## src/design/smx_pkg.sv

```systemverilog
// Package with shared types, tables and fixed-point helpers for the softmax unit.
package smx_pkg;

  typedef struct packed {
    logic signed [15:0] score;
    logic               final_element;
  } smx_in_t;

  typedef struct packed {
    logic [15:0] probability;
    logic        last_of_run;
    logic        overflowed;
  } smx_out_t;

  // Table of 2^(-h/16) in Q.16, indexed by bits [7:4] of the Q.8 log2 product.
  function automatic logic [16:0] pow_hi(input logic [3:0] h);
    case (h)
      4'd0:    pow_hi = 17'd65536;
      4'd1:    pow_hi = 17'd62757;
      4'd2:    pow_hi = 17'd60097;
      4'd3:    pow_hi = 17'd57549;
      4'd4:    pow_hi = 17'd55109;
      4'd5:    pow_hi = 17'd52773;
      4'd6:    pow_hi = 17'd50535;
      4'd7:    pow_hi = 17'd48393;
      4'd8:    pow_hi = 17'd46341;
      4'd9:    pow_hi = 17'd44376;
      4'd10:   pow_hi = 17'd42495;
      4'd11:   pow_hi = 17'd40693;
      4'd12:   pow_hi = 17'd38968;
      4'd13:   pow_hi = 17'd37316;
      4'd14:   pow_hi = 17'd35734;
      default: pow_hi = 17'd34219;
    endcase
  endfunction

  function automatic logic [16:0] pow_lo(input logic [3:0] l);
    case (l)
      4'd0:    pow_lo = 17'd65536;
      4'd1:    pow_lo = 17'd65359;
      4'd2:    pow_lo = 17'd65182;
      4'd3:    pow_lo = 17'd65006;
      4'd4:    pow_lo = 17'd64830;
      4'd5:    pow_lo = 17'd64655;
      4'd6:    pow_lo = 17'd64480;
      4'd7:    pow_lo = 17'd64306;
      4'd8:    pow_lo = 17'd64132;
      4'd9:    pow_lo = 17'd63958;
      4'd10:   pow_lo = 17'd63785;
      4'd11:   pow_lo = 17'd63613;
      4'd12:   pow_lo = 17'd63441;
      4'd13:   pow_lo = 17'd63269;
      4'd14:   pow_lo = 17'd63098;
      default: pow_lo = 17'd62928;
    endcase
  endfunction

  function automatic logic [15:0] log_tab(input logic [4:0] i);
    case (i)
      5'd0:    log_tab = 16'd0;
      5'd1:    log_tab = 16'd3973;
      5'd2:    log_tab = 16'd7719;
      5'd3:    log_tab = 16'd11262;
      5'd4:    log_tab = 16'd14624;
      5'd5:    log_tab = 16'd17821;
      5'd6:    log_tab = 16'd20870;
      5'd7:    log_tab = 16'd23783;
      5'd8:    log_tab = 16'd26573;
      5'd9:    log_tab = 16'd29248;
      5'd10:   log_tab = 16'd31818;
      5'd11:   log_tab = 16'd34292;
      5'd12:   log_tab = 16'd36675;
      5'd13:   log_tab = 16'd38975;
      5'd14:   log_tab = 16'd41196;
      5'd15:   log_tab = 16'd43345;
      default: log_tab = 16'd45426;
    endcase
  endfunction

  localparam logic [16:0] Log2E   = 17'd94548;
  localparam logic [15:0] Ln2     = 16'd45426;

endpackage

```

## src/design/softmax_vector_unit.sv

```systemverilog
// Top level of the softmax unit: element store, sequencer and output register.
//
//  channel | direction | payload     | handshake
//  in      | input     | smx_in_t    | in_valid_i / in_stall_o
//  out     | output    | smx_out_t   | out_valid_o / out_stall_i
//
// Loading takes one cycle per element; the block stays ready while a vector fills.
// On the final element the sum pass streams every stored element through the shared
// three-stage exp unit, and the log unit then runs on the sum. The output pass then
// sends each element alone through the exp unit, so a new read waits until the last
// result has left it; an output stall also holds back the next read.
// Reset clears all control state; the store needs no clearing.
// The input is stalled from the final element until the last probability is presented.
module softmax_vector_unit import smx_pkg::*; #(
  parameter int VECTOR_DEPTH = 64
) (
  input  logic     clk_i,
  input  logic     rst_ni,
  input  logic     in_valid_i,
  output logic     in_stall_o,
  input  smx_in_t  in_data_i,
  output logic     out_valid_o,
  input  logic     out_stall_i,
  output smx_out_t out_data_o
);
  localparam int AW = $clog2(VECTOR_DEPTH);
  localparam int CW = $clog2(VECTOR_DEPTH + 1);

  typedef enum logic [2:0] {Load, SumIss, SumWait, LnRun, OutIss} state_e;

  state_e state_q;
  logic signed [15:0] store [VECTOR_DEPTH];
  logic [CW-1:0] count_q, rd_q, ret_q;
  logic signed [15:0] max_q;
  logic [31:0] sum_q;
  logic drop_q;
  logic signed [15:0] rd_data_q;
  logic [3:0] vld_q;           // pipeline of valid reads into exp (read + 3 stages)
  logic signed [24:0] c_q;
  logic [17:0] u;
  logic [16:0] v;
  logic ln_start, ln_done;
  logic [15:0] ln_val;
  logic signed [25:0] d;
  logic in_acc, rd_en, room;

  assign in_stall_o = (state_q != Load);
  assign in_acc = in_valid_i && !in_stall_o;

  // In the output pass a read is issued only when the result can be absorbed.
  assign room  = !out_valid_o || !out_stall_i;
  assign rd_en = (state_q == SumIss) ? (rd_q < count_q)
               : (state_q == OutIss) ? (rd_q < count_q) && room && (vld_q == 4'd0)
               : 1'b0;

  always_ff @(posedge clk_i) begin
    if (in_acc && (count_q < CW'(VECTOR_DEPTH))) store[count_q[AW-1:0]] <= in_data_i.score;
    rd_data_q <= store[rd_q[AW-1:0]];
  end

  always_comb begin
    if (state_q == OutIss) begin
      d = 26'(c_q) - 26'(rd_data_q);
      u = (d > 0) ? ((d > 26'sd262143) ? 18'h3FFFF : 18'(d)) : 18'd0;
    end else begin
      d = '0;
      u = 18'($signed({max_q[15], max_q}) - $signed({rd_data_q[15], rd_data_q}));
    end
  end

  smx_exp u_exp (.clk_i, .u_i(u), .v_o(v));

  assign ln_start = (state_q == SumWait) && (vld_q == 4'd0);
  smx_ln u_ln (.clk_i, .rst_ni, .start_i(ln_start), .sum_i(sum_q),
               .done_o(ln_done), .ln_o(ln_val));

  always_ff @(posedge clk_i or negedge rst_ni) begin
    if (!rst_ni) begin
      state_q     <= Load;
      count_q     <= '0;
      max_q       <= 16'sh8000;
      sum_q       <= '0;
      drop_q      <= 1'b0;
      rd_q        <= '0;
      ret_q       <= '0;
      vld_q       <= '0;
      c_q         <= '0;
      out_valid_o <= 1'b0;
      out_data_o  <= '0;
    end else begin
      vld_q <= {vld_q[2:0], rd_en};
      if (rd_en) rd_q <= rd_q + CW'(1);
      if (out_valid_o && !out_stall_i) out_valid_o <= 1'b0;
      case (state_q)
        Load: if (in_acc) begin
          if (count_q < CW'(VECTOR_DEPTH)) begin
            count_q <= count_q + CW'(1);
            if (in_data_i.score > max_q) max_q <= in_data_i.score;
          end else begin
            drop_q <= 1'b1;
          end
          if (in_data_i.final_element) begin
            rd_q    <= '0;
            sum_q   <= '0;
            state_q <= SumIss;
          end
        end
        SumIss: begin
          if (vld_q[3]) sum_q <= sum_q + 32'(v);
          if (!rd_en) state_q <= SumWait;
        end
        SumWait: begin
          if (vld_q[3]) sum_q <= sum_q + 32'(v);
          if (vld_q == 4'd0) state_q <= LnRun;
        end
        LnRun: if (ln_done) begin
          c_q     <= 25'(max_q) + 25'(ln_val);
          rd_q    <= '0;
          ret_q   <= '0;
          state_q <= OutIss;
        end
        OutIss: begin
          if (vld_q[3]) begin
            out_valid_o <= 1'b1;
            out_data_o.probability <= (v > 17'd65535) ? 16'hFFFF : v[15:0];
            out_data_o.last_of_run <= (ret_q + CW'(1) == count_q);
            out_data_o.overflowed  <= drop_q;
            ret_q <= ret_q + CW'(1);
            if (ret_q + CW'(1) == count_q) begin
              state_q <= Load;
              count_q <= '0;
              max_q   <= 16'sh8000;
              drop_q  <= 1'b0;
            end
          end
        end
        default: state_q <= Load;
      endcase
    end
  end

  assert property (@(posedge clk_i) disable iff (!rst_ni)
    count_q <= CW'(VECTOR_DEPTH)) else $error("element count beyond depth");
  assert property (@(posedge clk_i) disable iff (!rst_ni)
    (state_q == Load) |-> (vld_q == 4'd0)) else $error("exp pipe busy while loading");
  assert property (@(posedge clk_i) disable iff (!rst_ni)
    (out_valid_o && out_stall_i) |=> out_valid_o) else $error("result dropped");
  assert property (@(posedge clk_i) disable iff (!rst_ni)
    ln_done |-> (state_q == LnRun)) else $error("log result out of phase");
endmodule

```

## src/design/smx_exp.sv

```systemverilog
// Shared three-stage exp(-u) unit: scale by log2(e), table product, shift.
module smx_exp import smx_pkg::*; (
  input  logic        clk_i,
  input  logic [17:0] u_i,
  output logic [16:0] v_o
);
  // Stage 1: t = round(u * log2 e) in Q.8.
  logic [35:0] prod1;
  logic [19:0] t_q;
  // Stage 2: table product.
  logic [33:0] prod2;
  logic [16:0] m_q;
  logic [11:0] k_q;

  assign prod1 = 36'(u_i) * 36'(Log2E) + 36'd32768;
  assign prod2 = 34'(pow_hi(t_q[7:4])) * 34'(pow_lo(t_q[3:0])) + 34'd32768;

  always_ff @(posedge clk_i) begin
    t_q <= prod1[35:16];
    m_q <= prod2[32:16];
    k_q <= t_q[19:8];
    v_o <= (k_q >= 12'd17) ? 17'd0 : (m_q >> k_q[4:0]);
  end
endmodule

```

## src/design/smx_ln.sv

```systemverilog
// Iterative natural-log unit: one normalizing shift per cycle, then table interpolation.
module smx_ln import smx_pkg::*; (
  input  logic        clk_i,
  input  logic        rst_ni,
  input  logic        start_i,
  input  logic [31:0] sum_i,
  output logic        done_o,
  output logic [15:0] ln_o
);
  typedef enum logic [1:0] {LnIdle, LnNorm, LnMul, LnOut} ln_state_e;
  ln_state_e   state_q;
  logic [31:0] s_q;
  logic [4:0]  e_q;
  logic [24:0] acc_q;
  logic [16:0] f;
  logic [4:0]  i;
  logic [15:0] diff;
  logic [28:0] interp;

  assign f      = 17'(s_q[16:0] - 17'd65536);
  assign i      = {1'b0, f[15:12]};
  assign diff   = log_tab(5'(i + 5'd1)) - log_tab(i);
  assign interp = 29'(diff) * 29'(f[11:0]) + 29'd2048;

  always_ff @(posedge clk_i or negedge rst_ni) begin
    if (!rst_ni) begin
      state_q <= LnIdle;
      done_o  <= 1'b0;
      s_q     <= '0;
      e_q     <= '0;
      acc_q   <= '0;
      ln_o    <= '0;
    end else begin
      done_o <= 1'b0;
      case (state_q)
        LnIdle: if (start_i) begin
          s_q <= sum_i;
          e_q <= '0;
          state_q <= LnNorm;
        end
        LnNorm: begin
          if (s_q >= 32'd131072) begin
            s_q <= s_q >> 1;
            e_q <= e_q + 5'd1;
          end else begin
            acc_q   <= 25'(e_q) * 25'(Ln2);
            state_q <= LnMul;
          end
        end
        LnMul: begin
          acc_q   <= acc_q + 25'(log_tab(i)) + 25'(interp[28:12]);
          state_q <= LnOut;
        end
        LnOut: begin
          ln_o    <= 16'((acc_q + 25'd128) >> 8);
          done_o  <= 1'b1;
          state_q <= LnIdle;
        end
        default: state_q <= LnIdle;
      endcase
    end
  end
endmodule

```

## config.mk

```make
export PLATFORM = sky130hd
export DESIGN_NAME = softmax_vector_unit
export DESIGN_NICKNAME = d
export VERILOG_FILES = /design/src/design/smx_pkg.sv /design/src/design/softmax_vector_unit.sv /design/src/design/smx_exp.sv /design/src/design/smx_ln.sv
export SDC_FILE = /design/constraint.sdc
export NUM_CORES = 2
export LEC_CHECK = 0
export BUFFER_PORTS_ARGS = -buffer_cell sky130_fd_sc_hd__buf_2
export CAP_MARGIN = 15
export CORE_ASPECT_RATIO = 1.5
export CORE_MARGIN = 2
export CORE_UTILIZATION = 55
export CTS_BUF_LIST = sky130_fd_sc_hd__clkbuf_8
export DETAILED_ROUTE_END_ITERATION = 6
export HOLD_SLACK_MARGIN = 0.12
export PLACE_DENSITY = 0.7
export SYNTH_ARGS = -nofsm -noshare
export SYNTH_HDL_FRONTEND = slang
export SYNTH_HIERARCHICAL = 1
export SYNTH_SLANG_ARGS = --single-unit
```

## constraint.sdc

```tcl
create_clock -name clk_i -period 23.6 [get_ports clk_i]
set_input_delay 7.08 -clock clk_i [delete_from_list [all_inputs] [get_ports clk_i]]
set_output_delay 7.08 -clock clk_i [all_outputs]
set_load 0.02 [all_outputs]
```

==> metrics.json <==
{
  "status": {"value": "complete, no violations"},
  "timing.final.hold_violations": {"value": 0},
  "synth.cell_area": {"value": 0.0797, "unit": "sq mm"},
  "synth_largest_type_area_fraction": {"value": 38.6, "unit": "%"},
  "worstSkewPairLatency": {"value": 0.94, "unit": "ns"},
  "filler_cell_count": {"value": 11400},
  "setup_ws": {"value": 11.26, "unit": "ns"},
  "ys_async_rst_share": {"value": 14.7, "unit": "%"},
  "ys_seq_elements": {"value": 1323},
  "synth.top_cells.by_area": {"value": "edfxtp_1 (39%), fa_1 (12%), mux4_2 (9.1%)"},
  "total_clock_sinks": {"value": 1323},
  "switching_portion_of_total_power": {"value": 21.7, "unit": "%"},
  "timing.clock.skew": {"value": 0.0734, "unit": "ns"},
  "critical_path.top_delay_family": {"value": "adder cells"},
  "dp_slack": {"value": 11.47, "unit": "ns"},
  "synth-edff-count": {"value": 1024},
  "critical_path.startpoint_type": {"value": "register"},
  "final.min_clock_period": {"value": 12.34, "unit": "ns"},
  "h_tree_levels": {"value": 4},
  "post_route_cells_drive_above_1_share": {"value": 12.8, "unit": "%"},
  "post_cts.resized_instances": {"value": 0},
  "worst_pin_slew": {"value": 1.23, "unit": "ns"},
  "critical_path_s_largest_stage_delay": {"value": 0.81, "unit": "ns"},
  "cap_violations": {"value": 0},
  "met2RoutedLength": {"value": 100, "unit": "mm"},
  "critical_path.most_common_cell": {"value": "fa_1"},
  "routed-wl-met3": {"value": 8.65, "unit": "mm"},
  "hpwl": {"value": 131, "unit": "mm"},
  "ctsRootBufferMaster": {"value": "clkbuf_8"},
  "ios": {"value": 41},
  "net_switching_component_of_the_power": {"value": 0.934, "unit": "mW"},
  "syn-num-nets": {"value": 7221},
  "pin_count_of_the_biggest_net_entering_global_routing": {"value": 121},
  "synth_ff_type": {"value": "edfxtp_1"},
  "intPower": {"value": 3.38, "unit": "mW"},
  "achievable-frequency": {"value": 81.0, "unit": "MHz"},
  "clkTransAtPathRegs": {"value": 0.06, "unit": "ns"},
  "peakVddDrop": {"value": 54.6, "unit": "uV"},
  "maxUsedRoutingLayer": {"value": "met5"},
  "final_hold_slack": {"value": 0.327, "unit": "ns"},
  "static-leakage-power": {"value": 35.0, "unit": "nW"},
  "coreArea": {"value": 0.144, "unit": "sq mm"},
  "nNetsFinal": {"value": 7314},
  "final_core_utilization": {"value": 59.5, "unit": "%"},
  "global_route_wire_length_before_repair": {"value": 290, "unit": "mm"},
  "drt_iter0_markers": {"value": 3721},
  "finalMaxSlewViolations": {"value": 0},
  "power_frac_comb": {"value": 1.0, "unit": "%"},
  "ys_warn_count": {"value": 6},
  "post-route-drc-count": {"value": 0},
  "cp.required": {"value": 24.39, "unit": "ns"},
  "routabilityCongestion": {"value": 0.907},
  "floorplan.rows": {"value": 171},
  "wl": {"value": 185, "unit": "mm"},
  "synth_sequential_area_ratio": {"value": 47.3, "unit": "%"},
  "postCtsSetupRepairBufs": {"value": 0},
  "groute.usage.overall": {"value": 25.6, "unit": "%"},
  "vias": {"value": 48800},
  "drtAntennaViolNets": {"value": 0},
  "tritoncts.num_buffers": {"value": 189},
  "dieWidth": {"value": 315, "unit": "um"},
  "layout.area.seq": {"value": 0.0377, "unit": "sq mm"},
  "timing.slew.headroom": {"value": 17.2, "unit": "%"},
  "floorplan.die.height": {"value": 470, "unit": "um"},
  "drt_pass1_iterations": {"value": 5},
  "p_seq_share": {"value": 58.2, "unit": "%"},
  "antenna_found_initial": {"value": 3},
  "synthToLayoutAreaGrowth": {"value": 7.78, "unit": "%"},
  "post_drt_wl_per_cell": {"value": 22.2, "unit": "um"},
  "final_cell_area": {"value": 0.0859, "unit": "sq mm"},
  "die_area": {"value": 0.148, "unit": "sq mm"},
  "timing.critical_path.slowest_stage_cell": {"value": "xnor2_1"},
  "timing.critical_path.buf_inv": {"value": 6},
  "area_of_placed_instances": {"value": 0.0823, "unit": "sq mm"},
  "p_per_area": {"value": 50.2, "unit": "mW/mm^2"},
  "grt_pass1_vias": {"value": 51100},
  "arrival_time_at_the_worst_endpoint": {"value": 13.13, "unit": "ns"},
  "grt_setup_unrepaired": {"value": "no"},
  "fin_tns_setup": {"value": 0, "unit": "ns"},
  "routed_via_density": {"value": 5.84},
  "multiInputGateArea": {"value": 0.0381, "unit": "sq mm"},
  "cts-root-to-sink-buffers": {"value": 3},
  "timing_worst_setup_path_type": {"value": "register to register"},
  "finalSetupViolCount": {"value": 0},
  "worstHoldPathType": {"value": "register to register"},
  "critPathCaptureType": {"value": "register"},
  "postSynthCellCount": {"value": 6204},
  "met1_routed_wirelength_after_detailed_routing": {"value": 67.8, "unit": "mm"},
  "netlist.top_cell.by_area": {"value": "edfxtp_1"},
  "timing.final.crit_share": {"value": 52.3, "unit": "%"},
  "worst-path-max-fanout": {"value": 21},
  "cts_tree": {"value": "built"},
  "avgSynthCellArea": {"value": 12.9, "unit": "sq um"},
  "share_clk_of_total_power": {"value": 40.7, "unit": "%"},
  "grt_overflow_total": {"value": 0},
  "post_cts_hold_buffer_count": {"value": 0},
  "post_synth_num_cell_types": {"value": 109},
  "floorplan.initialDensity": {"value": 55.2, "unit": "%"},
  "port-buffer-count": {"value": 40}
}
==> layer usage <==
layer,GRT usage [%],vias to the layer above
li1,-,22100
met3,3.22,383
met5,0,-
met2,47.0,1439
met1,29.7,24800
met4,11.6,2
==> area by class of cell <==
cell class,count,area share (%)
multi-input combinational,3836,44.3
sequential,1323,43.9
inverter,786,3.43
clock buffer,202,3.24
tap,1903,2.77
timing repair buffer,161,1.36
clock inverter,141,1.02
antenna,2,0.00582
==> final timing paths <==
check	start	endpoint	slack, ns	cells past startpoint
max in group asynchronous	rst_ni	c_q[5]$_DFFE_PN0P_	15.21	3
worst max register to register	u_ln/s_q[13]$_DFFE_PN0P_	u_ln/acc_q[18]$_DFFE_PN0P_	11.26	44
min in group asynchronous	rst_ni	u_ln/s_q[14]$_DFFE_PN0P_	6.12	1
worst min register to register	u_exp/t_q[13]$_DFF_P_	u_exp/k_q[5]$_DFF_P_	0.33	0
worst max-delay path	u_ln/s_q[13]$_DFFE_PN0P_	u_ln/acc_q[18]$_DFFE_PN0P_	11.26	44
worst min-delay path	u_exp/t_q[13]$_DFF_P_	u_exp/k_q[5]$_DFF_P_	0.33	0
==> registers in the layout, summed over array words and instances, names as in the netlist, 5 cells and up, named ones only <==
register    count
store        1024
sum_q          32
u_ln/s_q       32
u_ln/acc_q     24
c_q            18
out_data_o     18
u_exp/m_q      17
u_exp/v_o      17
max_q          16
rd_data_q      16
u_ln/ln_o      16
u_exp/k_q      12
u_exp/t_q      12
count_q         7
rd_q            7
ret_q           7
u_ln/e_q        5
==> logic make-up after synthesis <==
family / count (synthesis) / synth area share, %
adder cells (fa/ha/maj): 996 / 20.1
AO/OA/AOI/OAI: 823 / 6.63
flip-flops: 1323 / 47.3
XOR/XNOR: 195 / 2.14
buffers and inverters: 1045 / 5.02
AND/OR/NAND/NOR: 1412 / 8.59
multiplexers: 410 / 10.2
==> layout by cell type, fill, tap and decap left out, types with 105 or more instances in the layout <==
| cell | Yosys | final |
|---|---|---|
| ha_1 | 522 | 521 |
| inv_1 | 783 | 838 |
| edfxtp_1 | 1024 | 1024 |
| clkbuf_8 | 0 | 203 |
| nor2_1 | 294 | 289 |
| nand2_1 | 490 | 490 |
| fa_1 | 474 | 474 |
| o21ai_0 | 187 | 187 |
| xnor2_1 | 120 | 120 |
| a21oi_1 | 249 | 248 |
| buf_4 | 5 | 116 |
| and2_1 | 232 | 232 |
| mux4_2 | 323 | 323 |
| dfrtp_1 | 193 | 189 |
| dfxtp_1 | 105 | 105 |
==> synthesized netlist by cell type, types with 6 or more instances <==
library cell / n
a211o_1: 12
a211oi_1: 51
a21o_1: 50
a21oi_1: 249
a21oi_2: 7
a31o_2: 7
a31oi_1: 40
and2_1: 232
and3_1: 26
and4_1: 8
buf_1: 19
buf_2: 34
clkbuf_1: 198
dfrtp_1: 193
dfxtp_1: 105
edfxtp_1: 1024
fa_1: 474
ha_1: 522
inv_1: 783
mux2_2: 12
mux2i_1: 75
mux4_2: 323
nand2_1: 490
nand2b_1: 45
nand3_1: 79
nand3b_1: 9
nand4_1: 29
nor2_1: 294
nor2b_1: 42
nor3_1: 69
nor3b_1: 10
nor4_1: 16
o211a_1: 7
o211ai_1: 19
o21a_1: 39
o21ai_0: 187
o21ai_1: 9
o21bai_1: 15
o22ai_1: 24
o31a_1: 6
o31ai_1: 15
or2_2: 16
or3_1: 19
xnor2_1: 120
xor2_1: 75
==> through the flow <==
step                cells  total power, mW
floorplan            6204             2.56
global placement     8006             2.60
detailed placement   8008             2.60
CTS                  8351             4.35
global route         8353             4.44
finish               8354             4.31
==> power groups by stage <==
stage | combinational (mW) | clock [mW] | sequential [mW]
final | 0.0447 | 1.75 | 2.51
after global routing | 0.0490 | 1.89 | 2.51
after CTS | 0.0453 | 1.80 | 2.51
after detailed placement | 0.0453 | 0 | 2.56
after global placement | 0.0428 | 0 | 2.56
after floorplan | 0.00179 | 0 | 2.56
Note: power is estimated with default switching activity, not from simulation.
